[src/hw/rtl/b64se_pkg.sv]
// ----------------------------------------------------------------------------
// b64se_pkg
// Types, character codes and the alphabet lookup shared by the encoder parts.
// ----------------------------------------------------------------------------
package b64se_pkg;

  typedef struct packed {
    logic [7:0] data_byte;
    logic       last_byte;
  } in_t;

  typedef struct packed {
    logic [7:0] out_char;
    logic       last_char;
  } out_t;

  // byte count of a queued group
  localparam logic [1:0] NB_ONE   = 2'd1;
  localparam logic [1:0] NB_TWO   = 2'd2;
  localparam logic [1:0] NB_THREE = 2'd3;

  // slice indices of the final and the third character of a group
  localparam logic [1:0] IDX_LAST = 2'd3;
  localparam logic [1:0] IDX_PAD2 = 2'd2;

  localparam logic [7:0] CHAR_PAD   = 8'h3D;
  localparam logic [7:0] CHAR_PLUS  = 8'h2B;
  localparam logic [7:0] CHAR_SLASH = 8'h2F;
  localparam logic [7:0] CHAR_UA    = 8'h41;
  localparam logic [7:0] CHAR_LA    = 8'h61;
  localparam logic [7:0] CHAR_ZERO  = 8'h30;

  typedef struct packed {
    logic [23:0] bits;
    logic [1:0]  nbytes;
    logic        last;
  } grp_t;

  function automatic logic [7:0] b64_char(input logic [5:0] v);
    logic [7:0] v8;
    logic [7:0] c;
    v8 = {2'b00, v};
    if (v8 < 8'd26) begin
      c = CHAR_UA + v8;
    end else if (v8 < 8'd52) begin
      c = CHAR_LA + (v8 - 8'd26);
    end else if (v8 < 8'd62) begin
      c = CHAR_ZERO + (v8 - 8'd52);
    end else if (v8 == 8'd62) begin
      c = CHAR_PLUS;
    end else begin
      c = CHAR_SLASH;
    end
    return c;
  endfunction

endpackage

[src/hw/rtl/b64se_front.sv]
// ----------------------------------------------------------------------------
// b64se_front
// Gathers raw bytes into groups of up to three and pushes each closed group.
// ----------------------------------------------------------------------------
module b64se_front (
  input  logic              clk,
  input  logic              rst_n,
  input  logic              in_valid,
  output logic              in_ready,
  input  b64se_pkg::in_t    in_data,
  output logic              push_valid,
  input  logic              push_ready,
  output b64se_pkg::grp_t   push_grp
);

  logic [1:0] cnt_r, cnt_nxt;
  logic [7:0] pend_r [2];
  logic       take;
  logic       close;
  logic [7:0] b;

  assign in_ready   = push_ready;
  assign take       = in_valid && in_ready;
  assign b          = in_data.data_byte;
  assign close      = (cnt_r == 2'd2) || in_data.last_byte;
  assign push_valid = take && close;

  always_comb begin
    push_grp.last = in_data.last_byte;
    if (cnt_r == 2'd2) begin
      push_grp.bits   = {pend_r[0], pend_r[1], b};
      push_grp.nbytes = b64se_pkg::NB_THREE;
    end else if (cnt_r == 2'd1) begin
      push_grp.bits   = {pend_r[0], b, 8'h00};
      push_grp.nbytes = b64se_pkg::NB_TWO;
    end else begin
      push_grp.bits   = {b, 16'h0000};
      push_grp.nbytes = b64se_pkg::NB_ONE;
    end
  end

  always_comb begin
    cnt_nxt = cnt_r;
    if (take) begin
      cnt_nxt = close ? 2'd0 : cnt_r + 2'd1;
    end
  end

  always_ff @(posedge clk) begin
    if (!rst_n) begin
      cnt_r <= 2'd0;
    end else begin
      cnt_r <= cnt_nxt;
    end
  end

  always_ff @(posedge clk) begin
    if (take && !close) begin
      pend_r[cnt_r[0]] <= b;
    end
  end

endmodule

[src/hw/rtl/b64se_queue.sv]
// ----------------------------------------------------------------------------
// b64se_queue
// Two-entry group queue between the byte front and the character back.
// ----------------------------------------------------------------------------
module b64se_queue (
  input  logic              clk,
  input  logic              rst_n,
  input  logic              wr_valid,
  output logic              wr_ready,
  input  b64se_pkg::grp_t   wr_grp,
  output logic              rd_valid,
  input  logic              rd_ready,
  output b64se_pkg::grp_t   rd_grp
);

  b64se_pkg::grp_t mem_r [2];
  logic       wr_ptr_r, wr_ptr_nxt;
  logic       rd_ptr_r, rd_ptr_nxt;
  logic [1:0] cnt_r, cnt_nxt;
  logic       wr_en, rd_en;

  assign wr_ready = (cnt_r != 2'd2);
  assign rd_valid = (cnt_r != 2'd0);
  assign rd_grp   = mem_r[rd_ptr_r];
  assign wr_en    = wr_valid && wr_ready;
  assign rd_en    = rd_valid && rd_ready;

  always_comb begin
    wr_ptr_nxt = wr_en ? ~wr_ptr_r : wr_ptr_r;
    rd_ptr_nxt = rd_en ? ~rd_ptr_r : rd_ptr_r;
    cnt_nxt    = cnt_r + {1'b0, wr_en} - {1'b0, rd_en};
  end

  always_ff @(posedge clk) begin
    if (!rst_n) begin
      wr_ptr_r <= 1'b0;
      rd_ptr_r <= 1'b0;
      cnt_r    <= 2'd0;
    end else begin
      wr_ptr_r <= wr_ptr_nxt;
      rd_ptr_r <= rd_ptr_nxt;
      cnt_r    <= cnt_nxt;
    end
  end

  always_ff @(posedge clk) begin
    if (wr_en) begin
      mem_r[wr_ptr_r] <= wr_grp;
    end
  end

endmodule

[src/hw/rtl/b64se_back.sv]
// ----------------------------------------------------------------------------
// b64se_back
// One group at a time; four characters, one per cycle while out_ready is high.
// ----------------------------------------------------------------------------
module b64se_back (
  input  logic              clk,
  input  logic              rst_n,
  input  logic              pop_valid,
  output logic              pop_ready,
  input  b64se_pkg::grp_t   pop_grp,
  output logic              out_valid,
  input  logic              out_ready,
  output b64se_pkg::out_t   out_data
);

  b64se_pkg::grp_t grp_r;
  b64se_pkg::out_t out_r, out_nxt;
  logic       busy_r, busy_nxt;
  logic [1:0] idx_r, idx_nxt;
  logic       out_valid_r, out_valid_nxt;
  logic       adv;
  logic       load;
  logic       at_end;
  logic [5:0] slice;

  assign adv       = busy_r && (!out_valid_r || out_ready);
  assign at_end    = (idx_r == b64se_pkg::IDX_LAST);
  assign pop_ready = !busy_r || (adv && at_end);
  assign load      = pop_valid && pop_ready;
  assign out_valid = out_valid_r;
  assign out_data  = out_r;

  always_comb begin
    unique case (idx_r)
      2'd0:    slice = grp_r.bits[23:18];
      2'd1:    slice = grp_r.bits[17:12];
      2'd2:    slice = grp_r.bits[11:6];
      default: slice = grp_r.bits[5:0];
    endcase
  end

  always_comb begin
    out_nxt.last_char = grp_r.last && at_end;
    // missing bytes turn the tail slices into padding
    if ((grp_r.nbytes == b64se_pkg::NB_ONE && idx_r >= b64se_pkg::IDX_PAD2) ||
        (grp_r.nbytes == b64se_pkg::NB_TWO && at_end)) begin
      out_nxt.out_char = b64se_pkg::CHAR_PAD;
    end else begin
      out_nxt.out_char = b64se_pkg::b64_char(slice);
    end
  end

  always_comb begin
    busy_nxt      = busy_r;
    idx_nxt       = idx_r;
    out_valid_nxt = out_valid_r;
    if (adv) begin
      out_valid_nxt = 1'b1;
      idx_nxt       = idx_r + 2'd1;
      if (at_end) begin
        busy_nxt = 1'b0;
      end
    end else if (out_ready) begin
      out_valid_nxt = 1'b0;
    end
    if (load) begin
      busy_nxt = 1'b1;
      idx_nxt  = 2'd0;
    end
  end

  always_ff @(posedge clk) begin
    if (!rst_n) begin
      busy_r      <= 1'b0;
      idx_r       <= 2'd0;
      out_valid_r <= 1'b0;
    end else begin
      busy_r      <= busy_nxt;
      idx_r       <= idx_nxt;
      out_valid_r <= out_valid_nxt;
    end
  end

  always_ff @(posedge clk) begin
    if (load) begin
      grp_r <= pop_grp;
    end
    if (adv) begin
      out_r <= out_nxt;
    end
  end

endmodule

[src/hw/rtl/base64_stream_encoder.sv]
// ----------------------------------------------------------------------------
// base64_stream_encoder
// Streaming base64 encoder: raw bytes in, standard alphabet characters out.
// ----------------------------------------------------------------------------
// Input channel (in_valid/in_ready/in_data) carries one byte per request with
// a flag on the final byte of a message. Output channel (out_valid/out_ready/
// out_data) carries one ASCII character per request, '=' padding included,
// with last_char set on the final character of the message.
// A byte that closes a group (third byte, or any flagged byte) passes through
// the queue entry, the back part's group register and the output register
// before its first character shows at out_valid; the other three follow one
// per cycle while out_ready is high. Bytes are taken every cycle while the
// two-entry group queue has room, so the output register sets throughput.
// Synchronous reset (rst_n low) empties the queue, drops any partial group
// and clears out_valid. When the receiver holds out_ready low, the current
// character stays put, the queue fills and in_ready then drops until a slot
// frees up. Each flagged byte ends its message; the next byte starts a new one.
// ----------------------------------------------------------------------------
module base64_stream_encoder (
  input  logic              clk,
  input  logic              rst_n,
  input  logic              in_valid,
  output logic              in_ready,
  input  b64se_pkg::in_t    in_data,
  output logic              out_valid,
  input  logic              out_ready,
  output b64se_pkg::out_t   out_data
);

  logic            push_valid, push_ready;
  b64se_pkg::grp_t push_grp;
  logic            pop_valid, pop_ready;
  b64se_pkg::grp_t pop_grp;

  b64se_front u_front (
    .clk        (clk),
    .rst_n      (rst_n),
    .in_valid   (in_valid),
    .in_ready   (in_ready),
    .in_data    (in_data),
    .push_valid (push_valid),
    .push_ready (push_ready),
    .push_grp   (push_grp)
  );

  b64se_queue u_queue (
    .clk      (clk),
    .rst_n    (rst_n),
    .wr_valid (push_valid),
    .wr_ready (push_ready),
    .wr_grp   (push_grp),
    .rd_valid (pop_valid),
    .rd_ready (pop_ready),
    .rd_grp   (pop_grp)
  );

  b64se_back u_back (
    .clk       (clk),
    .rst_n     (rst_n),
    .pop_valid (pop_valid),
    .pop_ready (pop_ready),
    .pop_grp   (pop_grp),
    .out_valid (out_valid),
    .out_ready (out_ready),
    .out_data  (out_data)
  );

`ifndef SYNTH
  // a closed group always finds room in the queue
  a_push_room: assert property (@(posedge clk) disable iff (!rst_n)
    push_valid |-> push_ready)
    else $error("group pushed into a full queue");

  // reset leaves nothing on the output
  a_reset_idle: assert property (@(posedge clk)
    !rst_n |=> !out_valid)
    else $error("output valid right after reset");

  // a partial group is only ever closed by a flagged byte
  a_partial_last: assert property (@(posedge clk) disable iff (!rst_n)
    (push_valid && push_grp.nbytes != b64se_pkg::NB_THREE) |-> push_grp.last)
    else $error("partial group pushed without last flag");
`endif

endmodule

[config.mk]
export PLATFORM = sky130hd
export DESIGN_NAME = base64_stream_encoder
export DESIGN_NICKNAME = d
export VERILOG_FILES = /design/src/hw/rtl/b64se_pkg.sv /design/src/hw/rtl/b64se_front.sv /design/src/hw/rtl/b64se_queue.sv /design/src/hw/rtl/b64se_back.sv /design/src/hw/rtl/base64_stream_encoder.sv
export SDC_FILE = /design/constraint.sdc
export NUM_CORES = 1
export LEC_CHECK = 0
export BUFFER_PORTS_ARGS = -buffer_cell sky130_fd_sc_hd__buf_2
export CORE_ASPECT_RATIO = 1.1
export CORE_MARGIN = 10
export CORE_UTILIZATION = 50
export CTS_BUF_LIST = sky130_fd_sc_hd__clkbuf_16
export DETAILED_ROUTE_END_ITERATION = 8
export PLACE_DENSITY_LB_ADDON = 0.25
export SLEW_MARGIN = 30
export SYNTH_ARGS = -nofsm -noshare
export SYNTH_HDL_FRONTEND = slang
export SYNTH_SLANG_ARGS = --single-unit
[constraint.sdc]
create_clock -name clk -period 3.6 [get_ports clk]
set_input_delay 0.36 -clock clk [delete_from_list [all_inputs] [get_ports clk]]
set_output_delay 0.36 -clock clk [all_outputs]
set_load 0.1 [all_outputs]
==> results of run 1 <==
[synth_stat cells, drive strengths merged, types with 4 or more instances]
| library cell | number | area (um^2) |
|---|---|---|
| a21oi | 14 | 77.6 |
| o211ai | 5 | 37.5 |
| nor4 | 4 | 25.0 |
| clkbuf | 7 | 26.3 |
| a22o | 7 | 61.3 |
| xnor2 | 4 | 35.0 |
| a222oi | 6 | 60.1 |
| inv | 19 | 71.3 |
| nor2b | 8 | 50.1 |
| ha | 14 | 175 |
| mux2 | 37 | 420 |
| o31ai | 7 | 57.6 |
| and2 | 13 | 81.3 |
| o21ai | 7 | 35.0 |
| dfxtp | 10 | 200 |
| nor2 | 13 | 48.8 |
| edfxtp | 106 | 3180 |
| nand2 | 12 | 52.6 |
[per-layer routing]
metal	up-vias	routed length, um
met4	0	184
li1	1348	-
met3	16	355
met5	-	0
met1	1370	3850
met2	52	4390
[critical path, delay by kind of cell, from the launching register on]
family | cells | cell delay [ns]
AOI/OAI and AO/OA | 4 | 1.26
and+or+nand+nor | 1 | 0.05
buffers and inverters | 2 | 0.46
adders and majority gates | 2 | 0.73
DFF | 1 | 0.38
[sequential cells by signal, summed over array words and instances (netlist names)]
register / cells
u_queue.mem_r: 54
u_back.grp_r: 27
u_front.pend_r: 16
u_back.out_data: 9
u_back.idx_r: 2
u_front.cnt_r: 2
u_queue.cnt_r: 2
u_back.busy_r: 1
u_back.out_valid: 1
u_queue.rd_ptr_r: 1
u_queue.wr_ptr_r: 1
[layout make-up]
class                           instances  area [um^2]  area share [%]
Clock buffer                           20          500            8.58
Clock inverter                         12         82.6            1.42
Inverter                               19         71.3            1.22
Multi-Input combinational cell        183         1470            25.2
Sequential cell                       116         3380            58.0
Tap cell                              120          150            2.57
Timing Repair Buffer                   31          175            3.00
[metrics by stage]
| stage | instances | power (mW) |
|---|---|---|
| CTS | 501 | 5.30 |
| floorplan | 328 | 3.32 |
| global route | 501 | 5.54 |
| global placement | 469 | 3.65 |
| detailed placement | 469 | 3.69 |
| finish | 501 | 5.28 |
[power by group through the flow]
stage	sequential [mW]	combinational (mW)	clock, mW
floorplan	2.26	1.06	0
global placement	1.93	1.72	0
detailed placement	1.94	1.76	0
CTS	1.91	1.76	1.63
global route	1.94	1.92	1.69
finish	1.91	1.77	1.60
[worst paths after layout]
check / slack, ns / start / endpoint / cells after the start
worst min register to register: 0.48 / u_back.busy_r / u_back.out_valid / 2
worst max register to register: 0.44 / u_back.idx_r[1] / u_back.out_data[2] / 9
worst max-delay path: 0.44 / u_back.idx_r[1] / u_back.out_data[2] / 9
worst min-delay path: 0.19 / in_data[1] / u_front.pend_r[0][0] / 1
[logic make-up after synthesis]
family / count (synthesis) / synth area share, %
AO/OA/AOI/OAI: 62 / 9.14
multiplexers: 40 / 9.09
flip-flops: 116 / 68.3
adder cells (fa/ha/maj): 14 / 3.53
AND/OR/NAND/NOR: 61 / 6.51
XOR/XNOR: 6 / 1.06
buffers and inverters: 29 / 2.40
==> impl_metrics.py, run 1 <==
metrics = {
    "drt": {
        "antenna_left": 0,
        "wl_um": 8790,
        "wl_per_cell_um": 17.5,
        "drt_iter0_markers": 208,
        "drt-pass1-iter-count": 4,
        "vias": 2786,
        "drc_errors": 0,
        "viasPerCell": 5.56,
    },
    "global_routing": {
        "antenna_found_initial": 0,
        "top_usage_layer": "met2",
        "grtUsageMet2_pct": 20.4,
        "track_usage_pct": 13.2,
        "grt_max_degree": 30,
        "grt_pass1_wl_um": 14600,
        "grt_util_met3_pct": 5.01,
        "grt_remaining_overflow": 0,
        "grt_pass1_vias": 2895,
        "met1_usage_pct": 15.9,
    },
    "die": {
        "die_h_um": 124,
        "dieArea_um2": 14300,
        "die_x_um": 115,
        "rows": 38,
        "start_util_pct": 50.6,
        "core_um2": 9790,
        "boundaryPins": 24,
    },
    "sta": {
        "period_minus_slack_ns": 3.16,
        "maxSlewHeadroom_pct": 52.7,
        "setup_violations": 0,
        "timing.hold.ws_ns": 0.188,
        "max_freq_mhz": 316,
        "rsz0062_at_grt": "false",
        "final.setup.worst_slack_ns": 0.439,
        "fin_crit_sh_pct": 87.8,
        "slew_viol_final": 0,
        "hold_viol": 0,
        "worstMarginPinSlew_ns": 0.707,
        "worst_clock_skew_ns": 0.00908,
        "finalSetupTns_ns": 0,
    },
    "clock_network": {
        "htree_levels": 4,
        "clock_sinks": 116,
        "cts_made_buffers": 17,
        "cts_resized": 0,
        "insertion_delay_ns": 0.41,
        "post_cts_buffers": 0,
        "cts_hold_buf": 0,
        "cts_tree": "done",
        "clk_pin_slew_ns": 0.05,
        "cts_root_buf": "clkbuf_16",
        "cts_buffer_depth": 2,
    },
    "hold_path": {
        "hold_path_class": "input port to flop",
    },
    "place": {
        "io_buffers": 23,
        "placed_cell_area_um2": 5250,
        "dpl.hpwl_um": 5940,
        "place_congestion": 0.761,
        "pre_cts_slack_ns": 0.486,
    },
    "worst_setup_path": {
        "cp_slowest_stage_delay_ns": 0.48,
        "crit_fanout": 12,
        "crit_type": "flop to flop",
        "worstSetupEndpointType": "flop",
        "startpoint_type": "flop",
        "cp_cell_sequence": "ha_1 > inv_1 > a21oi_2 > inv_1 > ha_1 > o31ai_2 > o22ai_1 > a31oi_1 > nor2_1",
        "cp.arrival_ns": 3.30,
        "worstPathRequired_ns": 3.74,
        "cp_slowest_cell": "o31ai_2",
    },
    "synthesis": {
        "synth_cells": 328,
        "ys_types": 44,
        "synth_async_sr_flop_share_pct": 0,
        "ys_ff_latch": 116,
        "synth-main-ff-cell": "edfxtp_1",
        "yosysWarningCount": 0,
        "synth_edf_count": 106,
        "ys_seq_area_share_pct": 68.3,
        "syn_area_um2": 4960,
        "avgSynthCellArea_um2": 15.1,
        "syn-num-nets": 355,
    },
    "layout": {
        "mostFrequentLayoutCells": "106 x edfxtp_1, 36 x mux2_2, 23 x buf_2, 22 x inv_1, 20 x clkbuf_16",
        "drive_gt1_share_pct": 26.5,
        "num-fill-cells": 740,
        "final_nets": 395,
        "area_delta_synth_final_pct": 17.7,
        "fin_util_pct": 59.6,
        "antenna_cells": 0,
        "final_common_cell": "edfxtp_1",
        "fin_area_um2": 5840,
    },
    "pwr": {
        "irDropWorstVdd_v": 0.000506,
        "p_seq_share_pct": 36.2,
        "p_switching_mw": 1.84,
        "swShare_pct": 34.9,
        "clkPwrFrac_pct": 30.3,
        "power_leakage_nw": 2.13,
        "power.internal_mw": 3.44,
        "power_per_cell_area_nw_per_um2": 905,
        "comb_power_share_pct": 33.6,
    },
    "run_status": {
        "status": "complete, no violations",
    },
    "job": {
        "cap_violations": 0,
    },
}
No activity file was read; power rests on OpenSTA's default activity.
==> run 2: changes to the inputs <==
==> constraint.sdc (replaced) <==
create_clock -name clk -period 3.7 [get_ports clk]
set_input_delay 0.37 -clock clk [delete_from_list [all_inputs] [get_ports clk]]
set_output_delay 0.37 -clock clk [all_outputs]
set_load 0.1 [all_outputs]
==> impl_metrics.py, run 2 (synthesis results as in run 1) <==
metrics = {
    "global_routing": {
        "grt_util_met3_pct": 4.48,
        "grtUsageMet2_pct": 19.3,
        "grt_pass1_vias": 2693,
        "top_usage_layer": "met2",
        "met1_usage_pct": 15.5,
        "grt_remaining_overflow": 0,
        "antenna_found_initial": 0,
        "track_usage_pct": 12.5,
        "grt_max_degree": 30,
        "grt_pass1_wl_um": 13900,
    },
    "clock_network": {
        "cts_made_buffers": 17,
        "clock_sinks": 116,
        "cts_resized": 0,
        "cts_buffer_depth": 2,
        "insertion_delay_ns": 0.40,
        "clk_pin_slew_ns": 0.05,
        "htree_levels": 4,
        "post_cts_buffers": 0,
        "cts_hold_buf": 0,
        "cts_root_buf": "clkbuf_16",
        "cts_tree": "done",
    },
    "hold_path": {
        "min_from": "in_data[1]",
        "hold_path_class": "input port to flop",
        "hold_end": "u_front.pend_r[0][0]",
        "min_path_cells": 1,
    },
    "pwr": {
        "power_leakage_nw": 2.07,
        "p_switching_mw": 1.78,
        "swShare_pct": 36.1,
        "p_seq_share_pct": 37.6,
        "clkPwrFrac_pct": 27.4,
        "irDropWorstVdd_v": 0.000505,
        "power.internal_mw": 3.15,
        "comb_power_share_pct": 34.9,
        "power_per_cell_area_nw_per_um2": 858,
        "total_power_mw": 4.93,
    },
    "worst_setup_path": {
        "r2r_start": "u_back.idx_r[0]",
        "critPathTopFamily": "compound AO/OA/AOI/OAI gates",
        "path_buf_inv": 2,
        "r2r_end": "u_back.out_data[7]",
        "worstSetupEndpointType": "flop",
        "startpoint_type": "flop",
        "crit_fanout": 12,
        "cp_slowest_stage_delay_ns": 0.48,
        "r2r_slack_ns": 0.55,
        "cp_cell_sequence": "inv_1 > ha_1 > a222oi_1 > a21oi_2 > inv_1 > ha_1 > nand2_4 > or4_1 > o211ai_1 > a21oi_1",
        "cp_slowest_cell": "ha_1",
        "reg2reg_depth": 10,
        "worstPathRequired_ns": 3.81,
        "crit_type": "flop to flop",
        "cp.arrival_ns": 3.26,
    },
    "sta": {
        "hold_viol": 0,
        "period_minus_slack_ns": 3.15,
        "worst_clock_skew_ns": 0.00744,
        "max_freq_mhz": 317,
        "finalSetupTns_ns": 0,
        "slew_viol_final": 0,
        "rsz0062_at_grt": "false",
        "worstMarginPinSlew_ns": 0.970,
        "setup_violations": 0,
        "maxSlewHeadroom_pct": 34.8,
        "fin_crit_sh_pct": 85.2,
    },
    "die": {
        "core_um2": 9790,
        "die_h_um": 124,
        "rows": 38,
        "start_util_pct": 50.6,
        "die_x_um": 115,
        "dieArea_um2": 14300,
        "boundaryPins": 24,
    },
    "drt": {
        "drt_iter0_markers": 188,
        "wl_um": 8730,
        "drt-pass1-iter-count": 5,
        "drc_errors": 0,
        "vias": 2791,
        "antenna_left": 0,
        "viasPerCell": 5.58,
        "wl_per_cell_um": 17.5,
    },
    "layout": {
        "num-fill-cells": 763,
        "antenna_cells": 0,
        "final_cells": 500,
        "fin_area_um2": 5750,
        "top_register": "u_queue.mem_r",
        "area_delta_synth_final_pct": 16.0,
        "largest_register_ffs": 54,
        "drive_gt1_share_pct": 26.1,
        "mostFrequentLayoutCells": "106 x edfxtp_1, 36 x mux2_2, 23 x buf_2, 20 x inv_1, 17 x clkbuf_16",
        "ff_latch_area_um2": 3380,
        "final_nets": 395,
        "multi_input_area_um2": 1470,
        "final_common_cell": "edfxtp_1",
    },
    "job": {
        "cap_violations": 0,
    },
    "place": {
        "io_buffers": 23,
        "dpl.hpwl_um": 5800,
        "dp.cells": 469,
        "placed_cell_area_um2": 5250,
        "place_congestion": 0.828,
    },
    "run_status": {
        "status": "complete, no violations",
    },
}
==> run 2: cell count changes in the layout (fill, tap and decap cells not counted), sizes merged <==
| cell | change |
|---|---|
| bufinv | -1 |
| clkinv | +4 |
| clkbuf | -3 |
| inv | -2 |
| clkinvlp | +1 |
==> run 2: worst register-to-register path: stages, from the launching register on <==
cell      delay [ns]
dfxtp_1         0.36
inv_1           0.10
ha_1            0.29
a222oi_1        0.43
a21oi_2         0.21
inv_1           0.19
ha_1            0.48
nand2_4         0.08
or4_1           0.47
o211ai_1        0.17
a21oi_1         0.09
==> run 2: power by group through the flow <==
| stage | combinational, mW | clock, mW | sequential, mW |
|---|---|---|---|
| after floorplan | 1.03 | 0 | 2.20 |
| final | 1.72 | 1.35 | 1.86 |
| after CTS | 1.71 | 1.37 | 1.86 |
| after detailed placement | 1.71 | 0 | 1.88 |
| after global routing | 1.88 | 1.43 | 1.88 |
| after global placement | 1.68 | 0 | 1.88 |
==> run 2: worst max path at each step <==
stage                           startpoint                 end  slack (ns)  cells past startpoint
after floorplan           u_back.out_valid    u_queue.cnt_r[1]        0.37                      9
after CTS                  u_back.idx_r[0]  u_back.out_data[7]        0.59                     10
after detailed placement   u_back.idx_r[0]  u_back.out_data[7]        0.60                     10
final                      u_back.idx_r[0]  u_back.out_data[7]        0.55                     10
after global placement     u_back.idx_r[0]  u_back.out_data[7]        0.70                     10
after global routing       u_back.idx_r[0]  u_back.out_data[7]        0.29                     10
==> run 2: metrics by stage <==
step	util [%]	setup WS, ns	hold slack, ns
2_1_floorplan	-	0.368	0.456
3_3_place_gp	53.6	0.703	0.481
3_5_place_dp	53.6	0.603	0.485
4_1_cts	58.7	0.589	0.191
5_1_grt	58.7	0.294	0.196
6_report	58.7	0.548	0.209
==> run 2: area by class of cell <==
cell class / instances / area share (%)
inverters: 19 / 1.24
well taps: 120 / 2.61
repair buffers: 31 / 3.05
flip-flops and latches: 116 / 58.9
clock buffers: 17 / 7.40
clock inverters: 14 / 1.28
multi-input cells: 183 / 25.5
==> run 2: layer usage <==
metal | up-vias | wire length, um
li1 | 1352 | -
met1 | 1367 | 3910
met2 | 66 | 4430
met3 | 6 | 327
met4 | 0 | 64
met5 | - | 0
==> run 3: changes to the inputs <==
--- a/config.mk
+++ b/config.mk
@@ -11,7 +11,7 @@
 export CORE_UTILIZATION = 50
 export CTS_BUF_LIST = sky130_fd_sc_hd__clkbuf_16
 export DETAILED_ROUTE_END_ITERATION = 8
-export PLACE_DENSITY_LB_ADDON = 0.25
+export PLACE_DENSITY = 0.76
 export SLEW_MARGIN = 30
 export SYNTH_ARGS = -nofsm -noshare
 export SYNTH_HDL_FRONTEND = slang
==> impl_metrics.py, run 3 (synthesis results as in run 1) <==
metrics = {
    "run_status": {
        "status": "complete, no violations",
    },
    "layout": {
        "area_delta_synth_final_pct": 18.0,
        "drive_gt1_share_pct": 27.6,
        "fin_util_pct": 59.7,
        "top_register": "u_queue.mem_r",
        "antenna_cells": 0,
        "mostFrequentLayoutCells": "106 x edfxtp_1, 36 x mux2_2, 23 x buf_2, 21 x inv_1, 17 x clkbuf_16",
        "largest_register_ffs": 54,
        "final_common_cell": "edfxtp_1",
        "final_nets": 395,
    },
    "place": {
        "io_buffers": 23,
        "place_congestion": 0.835,
        "dpl.hpwl_um": 5570,
        "pre_cts_slack_ns": 0.578,
    },
    "global_routing": {
        "grt_util_met3_pct": 4.48,
        "grtUsageMet2_pct": 19.1,
        "grt_max_degree": 30,
        "met1_usage_pct": 14.3,
        "grt_pass1_vias": 2846,
        "top_usage_layer": "met2",
        "antenna_found_initial": 0,
        "grt_pass1_wl_um": 13900,
        "track_usage_pct": 12.3,
        "grt_remaining_overflow": 0,
    },
    "sta": {
        "final.setup.worst_slack_ns": 0.554,
        "worstMarginPinSlew_ns": 0.683,
        "hold_viol": 0,
        "slew_viol_final": 0,
        "fin_crit_sh_pct": 85.0,
        "max_freq_mhz": 318,
        "setup_violations": 0,
        "maxSlewHeadroom_pct": 54.3,
        "finalSetupTns_ns": 0,
        "rsz0062_at_grt": "false",
        "period_minus_slack_ns": 3.15,
        "worst_clock_skew_ns": 0.00804,
        "timing.hold.ws_ns": 0.195,
    },
    "drt": {
        "vias": 2811,
        "drt-pass1-iter-count": 4,
        "drt_iter0_markers": 135,
        "antenna_left": 0,
        "viasPerCell": 5.61,
        "wl_um": 8290,
        "wl_per_cell_um": 16.6,
        "drc_errors": 0,
    },
    "pwr": {
        "power_per_cell_area_nw_per_um2": 883,
        "clkPwrFrac_pct": 30.9,
        "swShare_pct": 34.6,
        "p_seq_share_pct": 36.0,
        "power_leakage_nw": 2.13,
        "comb_power_share_pct": 33.1,
        "p_switching_mw": 1.79,
        "irDropWorstVdd_v": 0.000525,
        "power.internal_mw": 3.37,
    },
    "die": {
        "dieArea_um2": 14300,
        "core_um2": 9790,
        "boundaryPins": 24,
        "die_x_um": 115,
        "start_util_pct": 50.6,
        "rows": 38,
        "die_h_um": 124,
    },
    "clock_network": {
        "cts_made_buffers": 17,
        "insertion_delay_ns": 0.40,
        "cts_tree": "done",
        "cts_resized": 0,
        "post_cts_buffers": 0,
        "htree_levels": 4,
        "cts_buffer_depth": 2,
        "cts_root_buf": "clkbuf_16",
        "clock_sinks": 116,
        "cts_hold_buf": 0,
        "clk_pin_slew_ns": 0.05,
    },
    "worst_setup_path": {
        "crit_type": "flop to flop",
        "cp.arrival_ns": 3.27,
        "worstPathRequired_ns": 3.82,
        "startpoint_type": "flop",
        "crit_fanout": 12,
        "worstSetupEndpointType": "flop",
    },
    "job": {
        "cap_violations": 0,
    },
    "hold_path": {
        "hold_path_class": "input port to flop",
    },
}
-- run 3: changes by cell type in the layout (fill, tap and decap cells not counted) --
cell,delta
o31ai_1,-1
clkinv_4,+3
clkinv_1,-5
clkinvlp_4,-1
bufinv_16,+3
o31ai_2,+1
inv_1,+1
-- run 3: power groups by stage --
stage / registers, mW / logic (mW) / clock network [mW]
after floorplan: 2.20 / 1.03 / 0
after global placement: 1.88 / 1.65 / 0
after detailed placement: 1.88 / 1.69 / 0
after CTS: 1.86 / 1.70 / 1.62
after global routing: 1.88 / 1.87 / 1.68
final: 1.86 / 1.71 / 1.59
-- run 3: layout make-up --
cell class	count	area, um^2
tap	120	150
clock buffer	17	425
fill	716	3950
sequential	116	3380
inverter	19	71.3
timing repair buffer	31	175
clock inverter	15	168
multi-input combinational	183	1470
-- run 3: per-stage QoR --
stage | total power, mW | std cells | area, um^2
floorplan | 3.23 | 328 | 4960
global placement | 3.53 | 469 | 5250
global route | 5.43 | 501 | 5850
detailed placement | 3.57 | 469 | 5250
finish | 5.16 | 501 | 5850
CTS | 5.18 | 501 | 5840
-- run 3: per-layer routing --
layer / wire length [um] / vias to the layer above
met5: 0 / -
met4: 202 / 0
met3: 451 / 17
met2: 4150 / 78
met1: 3490 / 1365
li1: - / 1351
-- run 3: final timing paths --
| path | startpoint | end | slack (ns) | cells past startpoint |
|---|---|---|---|---|
| worst max-delay path | u_back.idx_r[0] | u_back.out_data[7] | 0.55 | 10 |
| worst min-delay path | in_data[2] | u_front.pend_r[0][1] | 0.20 | 1 |
| worst max register to register | u_back.idx_r[0] | u_back.out_data[7] | 0.55 | 10 |
| worst min register to register | u_back.busy_r | u_back.out_valid | 0.50 | 2 |
-- run 3: critical path, cell delays in order (launching register included) --
cell and delay, ns:
dfxtp_1 0.36, inv_1 0.10, ha_1 0.29, a222oi_1 0.43, a21oi_2 0.20, inv_1 0.20, ha_1 0.48, nand2_4 0.08
or4_1 0.47, o211ai_1 0.17, a21oi_1 0.09
